**config.mk**
```make
export PLATFORM = sky130hd
export DESIGN_NAME = pmu_command_framer_unit_flat
export DESIGN_NICKNAME = d
export VERILOG_FILES = /design/src/rtl/core/pmu_cf_pkg.sv /design/src/rtl/core/pmu_cf_if.sv /design/src/rtl/core/pmu_cf_fifo.sv /design/src/rtl/core/pmu_cf_front.sv /design/src/rtl/core/pmu_cf_back.sv /design/src/rtl/core/pmu_command_framer_unit.sv /design/src/flat_wrapper.sv
export SDC_FILE = /design/constraint.sdc
export NUM_CORES = 1
export LEC_CHECK = 0
export ABC_AREA = 0
export ABC_CLOCK_PERIOD_IN_PS = 4300
export BUFFER_PORTS_ARGS = -buffer_cell sky130_fd_sc_hd__buf_2
export CAP_MARGIN = 10
export CORE_UTILIZATION = 30
export DETAILED_ROUTE_END_ITERATION = 12
export GPL_ROUTABILITY_DRIVEN = 0
export PLACE_DENSITY_LB_ADDON = 0.05
export SYNTH_ARGS = -nofsm -noshare
export SYNTH_HDL_FRONTEND = slang
export SYNTH_SLANG_ARGS = --single-unit
```
**constraint.sdc**
```tcl
create_clock -name clock -period 4.3 [get_ports clock]
set_clock_uncertainty 0.15 [all_clocks]
set_input_delay 0.645 -clock clock [delete_from_list [all_inputs] [get_ports clock]]
set_output_delay 0.645 -clock clock [all_outputs]
set_load 0.02 [all_outputs]
```
**src/rtl/core/pmu_cf_pkg.sv**
```systemverilog
// types, codes and command tables of the power-manager command framer
// no dependencies
`default_nettype none

package pmu_cf_pkg;

   localparam logic [1:0] CMD_START = 2'd0;
   localparam logic [1:0] CMD_DATA  = 2'd1;
   localparam logic [1:0] CMD_RECV  = 2'd2;

   localparam int unsigned MAX_RESULTS = 4;
   localparam int unsigned SLOT_WIDTH  = $clog2(MAX_RESULTS);

   typedef enum logic [2:0] {
      KIND_TX    = 3'd0,
      KIND_REQ   = 3'd1,
      KIND_REPLY = 3'd2,
      KIND_DONE  = 3'd3,
      KIND_ERR   = 3'd4
   } kind_type;

   typedef enum logic [1:0] {
      PH_IDLE = 2'd0,
      PH_SEND = 2'd1,
      PH_RECV = 2'd2
   } phase_type;

   typedef struct packed {
      kind_type   kind;
      logic [7:0] out_byte;
      logic [7:0] reply_index;
      logic [8:0] reply_length;
   } result_type;

   // all results caused by one request beat
   typedef struct packed {
      result_type [MAX_RESULTS-1:0] slot;
      logic [SLOT_WIDTH-1:0]        last_slot;
   } frame_type;

   function automatic result_type make_result(input kind_type k, input logic [7:0] b,
                                              input logic [7:0] idx, input logic [8:0] len);
      result_type r;
      r.kind         = k;
      r.out_byte     = b;
      r.reply_index  = idx;
      r.reply_length = len;
      return r;
   endfunction

   // send table: a length byte follows the command byte
   function automatic logic send_has_length(input logic [7:0] code);
      logic has_len;
      unique case (code) inside
         [16:17], [24:25], 31, [33:36], 40, [48:49], 51, [56:59], [64:65],
         [72:73], 76, [80:83], [85:87], [88:92], 96, [104:109], [112:114],
         [120:121], [126:127], 128, 130, 136, [144:145], [152:153],
         [160:163], 165, [168:171], 208, [216:217], [220:221], [225:226],
         232, 234, 236, 239: has_len = 1'b0;
         default: has_len = 1'b1;
      endcase
      return has_len;
   endfunction

   // receive table: 0 none, 1 single byte, >1 fixed count, negative length first
   function automatic logic signed [7:0] recv_entry(input logic [7:0] code);
      logic signed [7:0] r;
      unique case (code) inside
         [0:7], [16:23], 31, [32:39], [48:55], [64:71], [80:87], 89,
         [96:103], [112:119], [128:135], [144:151], [160:167], [169:171],
         [176:183], [192:199], [208:215], [224:225], [227:231], 239,
         [240:247]: r = 8'sd0;
         126, 127, 226: r = 8'sd1;
         24, 25, 59, 72, 73, 88, 152, 153, 168, 216, 217, 220, 234: r = 8'sd2;
         90, 91, 106: r = 8'sd3;
         104, 105: r = 8'sd4;
         56: r = 8'sd5;
         136: r = 8'sd6;
         107: r = 8'sd9;
         57: r = 8'sd21;
         default: r = -8'sd1;
      endcase
      return r;
   endfunction

endpackage

`default_nettype wire

```
**src/rtl/core/pmu_cf_if.sv**
```systemverilog
// request and response channel interfaces of the framer
// no dependencies
`default_nettype none

interface pmu_cf_req_if;
   logic       valid;
   logic       ready;
   logic [1:0] cmd;
   logic [7:0] code;
   logic [7:0] length;
   logic [7:0] byte_value;

   modport source (output valid, cmd, code, length, byte_value, input ready);
   modport sink (input valid, cmd, code, length, byte_value, output ready);
endinterface

interface pmu_cf_rsp_if;
   logic       valid;
   logic       ready;
   logic [2:0] kind;
   logic [7:0] out_byte;
   logic [7:0] reply_index;
   logic [8:0] reply_length;
   logic       last;

   modport source (output valid, kind, out_byte, reply_index, reply_length, last,
                   input ready);
   modport sink (input valid, kind, out_byte, reply_index, reply_length, last,
                 output ready);
endinterface

`default_nettype wire

```
**src/rtl/core/pmu_cf_fifo.sv**
```systemverilog
// frame queue between the framer front and back
// depends on pmu_cf_pkg
`default_nettype none

module pmu_cf_fifo #(
   parameter int unsigned DEPTH = 4
) (
   input  logic                  clock,
   input  logic                  reset,
   input  logic                  push,
   input  pmu_cf_pkg::frame_type push_data,
   output logic                  full,
   input  logic                  pop,
   output pmu_cf_pkg::frame_type head,
   output logic                  empty
);
   import pmu_cf_pkg::*;

   localparam int unsigned PtrWidth   = $clog2(DEPTH);
   localparam int unsigned CountWidth = $clog2(DEPTH + 1);
   localparam logic [PtrWidth-1:0]   LastPtr  = PtrWidth'(DEPTH - 1);
   localparam logic [CountWidth-1:0] FullCount = CountWidth'(DEPTH);

   frame_type             store_ff [DEPTH];
   logic [PtrWidth-1:0]   wr_ptr_ff, wr_ptr_in;
   logic [PtrWidth-1:0]   rd_ptr_ff, rd_ptr_in;
   logic [CountWidth-1:0] count_ff, count_in;
   logic                  do_push, do_pop;

   assign full    = (count_ff == FullCount);
   assign empty   = (count_ff == '0);
   assign do_push = push & ~full;
   assign do_pop  = pop & ~empty;
   assign head    = store_ff[rd_ptr_ff];

   always_comb begin
      wr_ptr_in = wr_ptr_ff;
      rd_ptr_in = rd_ptr_ff;
      count_in  = count_ff;
      if (do_push) begin
         wr_ptr_in = (wr_ptr_ff == LastPtr) ? '0 : wr_ptr_ff + 1'b1;
      end
      if (do_pop) begin
         rd_ptr_in = (rd_ptr_ff == LastPtr) ? '0 : rd_ptr_ff + 1'b1;
      end
      if (do_push && !do_pop) begin
         count_in = count_ff + 1'b1;
      end else if (!do_push && do_pop) begin
         count_in = count_ff - 1'b1;
      end
   end

   always_ff @(posedge clock) begin
      if (reset) begin
         wr_ptr_ff <= '0;
         rd_ptr_ff <= '0;
         count_ff  <= '0;
      end else begin
         wr_ptr_ff <= wr_ptr_in;
         rd_ptr_ff <= rd_ptr_in;
         count_ff  <= count_in;
      end
   end

   always_ff @(posedge clock) begin
      if (do_push) begin
         store_ff[wr_ptr_ff] <= push_data;
      end
   end

endmodule

`default_nettype wire

```
**src/rtl/core/pmu_cf_front.sv**
```systemverilog
// framer front: accepts request beats, tracks the exchange phase and
// builds the frame of results for each beat; depends on pmu_cf_pkg, pmu_cf_if
`default_nettype none

module pmu_cf_front (
   input  logic                  clock,
   input  logic                  reset,
   pmu_cf_req_if.sink            req_ch,
   input  logic                  queue_full,
   output logic                  push,
   output pmu_cf_pkg::frame_type frame
);
   import pmu_cf_pkg::*;

   phase_type         phase_ff, phase_in;
   logic [7:0]        code_ff, code_in;
   logic [7:0]        send_rem_ff, send_rem_in;
   logic [7:0]        reply_rem_ff, reply_rem_in;
   logic [7:0]        reply_pos_ff, reply_pos_in;
   logic [8:0]        reply_total_ff, reply_total_in;
   logic              await_ff, await_in;
   logic [2:0]        n_res;
   logic              start_reply;
   logic signed [7:0] recv_r;

   assign req_ch.ready = ~queue_full;
   assign push         = req_ch.valid & req_ch.ready;

   always_ff @(posedge clock) begin
      if (reset) begin
         phase_ff       <= PH_IDLE;
         code_ff        <= '0;
         send_rem_ff    <= '0;
         reply_rem_ff   <= '0;
         reply_pos_ff   <= '0;
         reply_total_ff <= '0;
         await_ff       <= 1'b0;
      end else if (push) begin
         phase_ff       <= phase_in;
         code_ff        <= code_in;
         send_rem_ff    <= send_rem_in;
         reply_rem_ff   <= reply_rem_in;
         reply_pos_ff   <= reply_pos_in;
         reply_total_ff <= reply_total_in;
         await_ff       <= await_in;
      end
   end

   always_comb begin
      phase_in       = phase_ff;
      code_in        = code_ff;
      send_rem_in    = send_rem_ff;
      reply_rem_in   = reply_rem_ff;
      reply_pos_in   = reply_pos_ff;
      reply_total_in = reply_total_ff;
      await_in       = await_ff;
      frame          = '0;
      n_res          = '0;
      start_reply    = 1'b0;
      recv_r         = '0;

      if (req_ch.cmd == CMD_START && phase_ff == PH_IDLE) begin
         code_in = req_ch.code;
         frame.slot[n_res[SLOT_WIDTH-1:0]] = make_result(KIND_TX, req_ch.code, 8'd0, 9'd0);
         n_res = n_res + 3'd1;
         if (send_has_length(req_ch.code)) begin
            frame.slot[n_res[SLOT_WIDTH-1:0]] =
               make_result(KIND_TX, req_ch.length, 8'd0, 9'd0);
            n_res = n_res + 3'd1;
         end
         if (req_ch.length == 8'd0) begin
            start_reply = 1'b1;
         end else begin
            send_rem_in = req_ch.length;
            phase_in    = PH_SEND;
         end
      end else if (req_ch.cmd == CMD_DATA && phase_ff == PH_SEND) begin
         frame.slot[n_res[SLOT_WIDTH-1:0]] =
            make_result(KIND_TX, req_ch.byte_value, 8'd0, 9'd0);
         n_res = n_res + 3'd1;
         send_rem_in = send_rem_ff - 8'd1;
         if (send_rem_in == 8'd0) begin
            start_reply = 1'b1;
         end
      end else if (req_ch.cmd == CMD_RECV && phase_ff == PH_RECV) begin
         if (await_ff) begin
            // partner's length byte
            await_in       = 1'b0;
            reply_total_in = {1'b0, req_ch.byte_value} + 9'd1;
            reply_rem_in   = req_ch.byte_value;
            reply_pos_in   = 8'd1;
            if (req_ch.byte_value == 8'd0) begin
               frame.slot[n_res[SLOT_WIDTH-1:0]] =
                  make_result(KIND_DONE, 8'd0, 8'd0, reply_total_in);
               phase_in = PH_IDLE;
            end else begin
               frame.slot[n_res[SLOT_WIDTH-1:0]] = make_result(KIND_REQ, 8'd0, 8'd0, 9'd0);
            end
            n_res = n_res + 3'd1;
         end else begin
            frame.slot[n_res[SLOT_WIDTH-1:0]] =
               make_result(KIND_REPLY, req_ch.byte_value, reply_pos_ff, 9'd0);
            n_res = n_res + 3'd1;
            reply_pos_in = reply_pos_ff + 8'd1;
            if (reply_rem_ff != 8'd0) begin
               reply_rem_in = reply_rem_ff - 8'd1;
            end
            if (reply_rem_in == 8'd0) begin
               frame.slot[n_res[SLOT_WIDTH-1:0]] =
                  make_result(KIND_DONE, 8'd0, 8'd0, reply_total_ff);
               phase_in = PH_IDLE;
            end else begin
               frame.slot[n_res[SLOT_WIDTH-1:0]] = make_result(KIND_REQ, 8'd0, 8'd0, 9'd0);
            end
            n_res = n_res + 3'd1;
         end
      end else begin
         frame.slot[n_res[SLOT_WIDTH-1:0]] = make_result(KIND_ERR, 8'd0, 8'd0, 9'd0);
         n_res = n_res + 3'd1;
      end

      if (start_reply) begin
         recv_r = recv_entry(code_in);
         if (recv_r == 8'sd0) begin
            frame.slot[n_res[SLOT_WIDTH-1:0]] = make_result(KIND_DONE, 8'd0, 8'd0, 9'd0);
            n_res    = n_res + 3'd1;
            phase_in = PH_IDLE;
         end else begin
            phase_in = PH_RECV;
            await_in = 1'b0;
            if (recv_r == 8'sd1) begin
               reply_pos_in   = 8'd0;
               reply_rem_in   = 8'd1;
               reply_total_in = 9'd1;
            end else begin
               // command echo at reply index 0
               frame.slot[n_res[SLOT_WIDTH-1:0]] =
                  make_result(KIND_REPLY, code_in, 8'd0, 9'd0);
               n_res        = n_res + 3'd1;
               reply_pos_in = 8'd1;
               if (recv_r[7]) begin
                  await_in       = 1'b1;
                  reply_rem_in   = 8'd0;
                  reply_total_in = 9'd0;
               end else begin
                  reply_rem_in   = $unsigned(recv_r) - 8'd1;
                  reply_total_in = {1'b0, $unsigned(recv_r)};
               end
            end
            frame.slot[n_res[SLOT_WIDTH-1:0]] = make_result(KIND_REQ, 8'd0, 8'd0, 9'd0);
            n_res = n_res + 3'd1;
         end
      end

      frame.last_slot = SLOT_WIDTH'(n_res - 3'd1);
   end

endmodule

`default_nettype wire

```
**src/rtl/core/pmu_cf_back.sv**
```systemverilog
// framer back: unpacks queued frames into response beats, one per cycle while
// rsp_ch.ready is high, through an output register; depends on pmu_cf_pkg, pmu_cf_if
`default_nettype none

module pmu_cf_back (
   input  logic                  clock,
   input  logic                  reset,
   input  pmu_cf_pkg::frame_type head,
   input  logic                  empty,
   output logic                  pop,
   pmu_cf_rsp_if.source          rsp_ch
);
   import pmu_cf_pkg::*;

   logic [SLOT_WIDTH-1:0] slot_ff, slot_in;
   logic                  valid_ff, valid_in;
   result_type            out_ff, out_in;
   logic                  last_ff, last_in;
   logic                  load;

   assign load = ~empty & (~valid_ff | rsp_ch.ready);

   always_comb begin
      valid_in = valid_ff & ~rsp_ch.ready;
      out_in   = out_ff;
      last_in  = last_ff;
      slot_in  = slot_ff;
      pop      = 1'b0;
      if (load) begin
         valid_in = 1'b1;
         out_in   = head.slot[slot_ff];
         last_in  = (slot_ff == head.last_slot);
         if (slot_ff == head.last_slot) begin
            pop     = 1'b1;
            slot_in = '0;
         end else begin
            slot_in = slot_ff + 1'b1;
         end
      end
   end

   always_ff @(posedge clock) begin
      if (reset) begin
         valid_ff <= 1'b0;
         slot_ff  <= '0;
      end else begin
         valid_ff <= valid_in;
         slot_ff  <= slot_in;
      end
   end

   always_ff @(posedge clock) begin
      out_ff  <= out_in;
      last_ff <= last_in;
   end

   assign rsp_ch.valid        = valid_ff;
   assign rsp_ch.kind         = out_ff.kind;
   assign rsp_ch.out_byte     = out_ff.out_byte;
   assign rsp_ch.reply_index  = out_ff.reply_index;
   assign rsp_ch.reply_length = out_ff.reply_length;
   assign rsp_ch.last         = last_ff;

endmodule

`default_nettype wire

```
**src/rtl/core/pmu_command_framer_unit.sv**
```systemverilog
// top level of the power-manager command framer
// depends on pmu_cf_pkg, pmu_cf_if, pmu_cf_front, pmu_cf_fifo, pmu_cf_back
//
//   channel   direction  carries
//   req_ch    in         cmd, code, length, byte_value
//   rsp_ch    out        kind, out_byte, reply_index, reply_length, last
//
// one request beat can be taken every cycle while the frame queue has room
// each request beat yields one to four response beats, sent one per cycle while
// rsp_ch.ready is high, via the frame queue and the back end's output register
// a stalled response side fills the QUEUE_DEPTH-frame queue, then req_ch.ready drops
// reset is synchronous and clears phase, queue and output valid; no clearing pass
`default_nettype none

module pmu_command_framer_unit #(
   parameter int unsigned QUEUE_DEPTH = 4
) (
   input  logic          clock,
   input  logic          reset,
   pmu_cf_req_if.sink    req_ch,
   pmu_cf_rsp_if.source  rsp_ch
);
   import pmu_cf_pkg::*;

   frame_type push_frame;
   frame_type head_frame;
   logic      push;
   logic      pop;
   logic      queue_full;
   logic      queue_empty;

   pmu_cf_front u_front (
      .clock      (clock),
      .reset      (reset),
      .req_ch     (req_ch),
      .queue_full (queue_full),
      .push       (push),
      .frame      (push_frame)
   );

   pmu_cf_fifo #(
      .DEPTH (QUEUE_DEPTH)
   ) u_fifo (
      .clock     (clock),
      .reset     (reset),
      .push      (push),
      .push_data (push_frame),
      .full      (queue_full),
      .pop       (pop),
      .head      (head_frame),
      .empty     (queue_empty)
   );

   pmu_cf_back u_back (
      .clock  (clock),
      .reset  (reset),
      .head   (head_frame),
      .empty  (queue_empty),
      .pop    (pop),
      .rsp_ch (rsp_ch)
   );

endmodule

`default_nettype wire

```
**src/flat_wrapper.sv**
```systemverilog
// flat-port wrapper written by rule: the top's interface ports become plain ports
module pmu_command_framer_unit_flat import pmu_cf_pkg::*;
#(
   parameter int unsigned QUEUE_DEPTH = 4
)
  (clock, reset, req_ch_valid, req_ch_cmd, req_ch_code, req_ch_length, req_ch_byte_value, req_ch_ready, rsp_ch_valid, rsp_ch_kind, rsp_ch_out_byte, rsp_ch_reply_index, rsp_ch_reply_length, rsp_ch_last, rsp_ch_ready);
  pmu_cf_req_if req_ch_i ();
  pmu_cf_rsp_if rsp_ch_i ();
  input  logic clock;
  input  logic reset;
  input wire logic [$bits(req_ch_i.valid)-1:0] req_ch_valid;
  input wire logic [$bits(req_ch_i.cmd)-1:0] req_ch_cmd;
  input wire logic [$bits(req_ch_i.code)-1:0] req_ch_code;
  input wire logic [$bits(req_ch_i.length)-1:0] req_ch_length;
  input wire logic [$bits(req_ch_i.byte_value)-1:0] req_ch_byte_value;
  output wire logic [$bits(req_ch_i.ready)-1:0] req_ch_ready;
  output wire logic [$bits(rsp_ch_i.valid)-1:0] rsp_ch_valid;
  output wire logic [$bits(rsp_ch_i.kind)-1:0] rsp_ch_kind;
  output wire logic [$bits(rsp_ch_i.out_byte)-1:0] rsp_ch_out_byte;
  output wire logic [$bits(rsp_ch_i.reply_index)-1:0] rsp_ch_reply_index;
  output wire logic [$bits(rsp_ch_i.reply_length)-1:0] rsp_ch_reply_length;
  output wire logic [$bits(rsp_ch_i.last)-1:0] rsp_ch_last;
  input wire logic [$bits(rsp_ch_i.ready)-1:0] rsp_ch_ready;
  assign req_ch_i.valid = req_ch_valid;
  assign req_ch_i.cmd = req_ch_cmd;
  assign req_ch_i.code = req_ch_code;
  assign req_ch_i.length = req_ch_length;
  assign req_ch_i.byte_value = req_ch_byte_value;
  assign req_ch_ready = req_ch_i.ready;
  assign rsp_ch_valid = rsp_ch_i.valid;
  assign rsp_ch_kind = rsp_ch_i.kind;
  assign rsp_ch_out_byte = rsp_ch_i.out_byte;
  assign rsp_ch_reply_index = rsp_ch_i.reply_index;
  assign rsp_ch_reply_length = rsp_ch_i.reply_length;
  assign rsp_ch_last = rsp_ch_i.last;
  assign rsp_ch_i.ready = rsp_ch_ready;
  pmu_command_framer_unit #(.QUEUE_DEPTH(QUEUE_DEPTH)) u_core (.clock(clock), .reset(reset), .req_ch(req_ch_i), .rsp_ch(rsp_ch_i));
endmodule
```
==> metrics.md <==
| Metric | Value |
|---|---|
| Status | complete, no violations |
| Final instance area | 20,590 sq um |
| RSZ-0062 raised after global routing | false |
| R2r setup slk | 0.21 ns |
| Ys async rst share | 0% |
| Post-synth EDFFs | 305 |
| Crit-path cells | buf_4 -> nor4_4 -> buf_4 -> buf_6 -> mux2_2 -> a21oi_2 -> a21oi_1 -> inv_2 -> nor2_4 -> nor2_2 -> ha_2 -> buf_4 -> nor2_2 -> nor2b_1 -> o31ai_1 -> buf_4 -> a32oi_2 -> nor2_1 -> buf_4 |
| CP Max Fanout | 25 |
| Initial drt markers | 678 |
| Die area | 57,010 sq um |
| Reg2Reg Depth | 19 |
| Max clock buf depth | 3 |
| R2r endpoint | u_core.u_fifo.store_ff[1][54] |
| Synthesized flop and latch total | 361 |
| XOR/XNOR Fraction of Synth Area | 0.9374% |
| Top Family by Delay on Critical Path | buffers and inverters |
| TritonCTS buffer count | 41 |
| DP Wirelength | 32,740 microns |
| Ant diodes | 0 |
| Main combinational cell family by area after synthesis | simple AND/OR/NAND/NOR gates |
| WL final | 48,470 microns |
| Vias/cell | 4.958 |
| Crit share post-route | 95.17% |
| Grt total ovfl | 0 |
| Distinct cells, synth | 83 |
| DRC errors left | 0 |
| Register area share after synthesis | 61.12% |
| Fin nets | 1,519 |
| Setup violators final | 0 |
| Leakage power | 7.285 nW |
| Min-delay src | rsp_ch_ready |
| Largest net degree at the start of global routing | 52 |
| Top Ports | 61 |
| VDD IR-drop max | 0.2794 mV |
| Type of the worst min-delay path | in -> reg |
| MaxCap Viol Count | 0 |
| Clk slew on worst S/H paths | 0.06 ns |
| Mapped cell area | 16,820 sq um |
| Crit path largest cell delay | 0.41 ns |
| Avg Cell Area, Syn | 13.47 sq um |
| Least-Margin Pin Slew | 0.8358 ns |
| Commonest non-fill, non-tap cell in the layout | edfxtp_1 |
| Rows | 86 |
| Area Growth Syn to Fin | 22.43% |
| Initial Util | 30.47% |
| Root Driver | clkbuf_16 |
| WHS Endpoint | u_core.u_back.rsp_ch.valid |
| Clk_lat worst skew | 0.56 ns |
| Initial antenna violation count | 0 |
| Chip height | 238.8 microns |
| Antenna-violating nets left | 0 |
| Post-synthesis compound-gate area fraction | 9.493% |
| CP arrival | 4.25 ns |
| Setup CP Type | reg -> reg |
| Post-CTS Setup Bufs | 0 |
| Synth warn | 0 |
| # resized after CTS | 0 |
| Vias after detailed routing | 11,150 |
| Vias in the first global route | 11,470 |
| Share of layout cells above drive strength 1 | 26.33% |
| Endpoints failing hold | 0 |
| Slowest stage cell, crit path | mux2_2 |
| Final Critical Period | 4.092 ns |
| Total GRT Usage | 17.31% |
| CP Data Required Time | 4.46 ns |
| CP startpoint kind | flop |
| Max-slew violation count | 0 |
| PortBufs | 60 |
| Hold_buf cts | 0 |
| Die Span X | 238.8 microns |
| Dpl cell area | 19,240 sq um |
| WL/cell | 21.56 microns |
| Area share of fa/ha/maj cells after synthesis | 1.607% |
| Fmax achieved | 244.4 MHz |
| Post-synthesis mux area share | 11.55% |
| H-tree Lvls | 2 |
| Core Footprint | 55,200 sq um |
| First-pass GRT wire length | 73,260 microns |
| WHS Path Cells | 4 |
| Most frequent cells in the layout | edfxtp_1 (305), buf_4 (141), nand2_1 (102) |
| Worst-case headroom to the max-slew limit | 44.28% |
| Min Hold Slack | 0.1983 ns |
| DRT Pass-1 Iters | 5 |
| CTS tree | built |
| Fraction of the mapped netlist area in simple logic gates | 12.53% |
| Post-Syn Instances | 1,249 |
| Critical Path Most Common Cell | buf_4 |
| CP bufs+invs | 7 |
| Cell Pwr Density | 536.5 nW/um^2 |
| Critical path endpoint category | flop |
| Synth Flop Type | edfxtp_1 |
| Clk sinks | 361 |
| Worst R2R Start | u_core.u_front.phase_ff[0] |
-- how the worst max path moves through the flow --
| stage | from | to | slack [ns] | cells past startpoint |
|---|---|---|---|---|
| floorplan | req_ch_cmd[1] | u_core.u_fifo.store_ff[0][76] | -0.03 | 14 |
| finish | u_core.u_front.phase_ff[0] | u_core.u_fifo.store_ff[1][54] | 0.21 | 19 |
| CTS | u_core.u_front.phase_ff[1] | u_core.u_fifo.store_ff[2][53] | 0.07 | 17 |
| global route | u_core.u_front.phase_ff[0] | u_core.u_fifo.store_ff[2][53] | 0.001 | 19 |
| global placement | req_ch_cmd[1] | u_core.u_fifo.store_ff[0][54] | -0.22 | 16 |
| detailed placement | req_ch_cmd[1] | u_core.u_fifo.store_ff[2][53] | -0.32 | 18 |
-- state kept, by name (all words and copies together) (netlist names), named ones only --
register and count:
u_core.u_back.rsp_ch.kind 3, u_core.u_front.await_ff 1, u_core.u_front.reply_total_ff 9, u_core.u_back.rsp_ch.reply_index 8, u_core.u_back.rsp_ch.out_byte 8, u_core.u_fifo.count_ff 3
u_core.u_back.slot_ff 2, u_core.u_front.reply_pos_ff 8, u_core.u_front.code_ff 8, u_core.u_back.rsp_ch.reply_length 9, u_core.u_back.rsp_ch.last 1, u_core.u_fifo.store_ff 276
u_core.u_front.send_rem_ff 8, u_core.u_front.reply_rem_ff 8, u_core.u_fifo.wr_ptr_ff 2, u_core.u_fifo.rd_ptr_ff 2, u_core.u_front.phase_ff 2, u_core.u_back.rsp_ch.valid 1
-- cells in the mapped netlist (20+ instances only) --
cell	count	share of area [%]
inv_1	28	0.62
a21oi_1	64	1.9
nand2_1	102	2.3
nor2_1	94	2.1
mux4_2	79	11
o21ai_0	33	0.98
dfxtp_1	56	6.7
and3_1	28	1.0
nor3_1	26	0.77
edfxtp_1	305	54
clkbuf_1	68	1.5
ha_1	20	1.5
-- cell families after synthesis --
| group | Yosys count |
|---|---|
| adder cells (fa/ha/maj) | 21 |
| buffers and inverters | 117 |
| AO/OA/AOI/OAI | 235 |
| other | 1 |
| multiplexers | 95 |
| flip-flops | 361 |
| XOR/XNOR | 18 |
| AND/OR/NAND/NOR | 401 |
-- worst min-delay path, stage by stage --
cell and delay [ns]:
buf_2 0.08, inv_1 0.04, nand2_1 0.05, a21oi_1 0.05
-- through the flow --
step	utilization (%)	setup TNS [ns]	instances	total power [mW]	worst slack, ns
after global placement	34.85	-16.46	2173	7.769	-0.2202
after CTS	37.22	0	2248	11.23	0.06620
after floorplan	-	-0.8014	1308	6.615	-0.03387
after global routing	37.30	0	2248	11.61	0.001446
final	37.30	0	2248	11.05	0.2077
after detailed placement	34.85	-29.26	2173	7.758	-0.3163
-- report_power, final --
group | internal, mW | switching, mW
sequential | 4.36 | 0.177
combinational | 1.31 | 1.78
clock | 2.00 | 1.42
-- final cells by class --
class                   instances  area, sq um
clock buffers                  54         1106
clock inverters                21        205.2
fillers                      5323        34610
inverters                      28        105.1
multi-input cells             830         6510
flip-flops and latches        361        10290
well taps                     748        935.9
repair buffers                206         1441
-- routing by layer --
metal / share of wire (%) / GRT usage, %
met3: 3.5 / 2.309
met5: 0 / 0
met4: 1.7 / 4.215
met1: 48 / 24.67
met2: 47 / 27.80
Power figures use the tool's default switching activity.
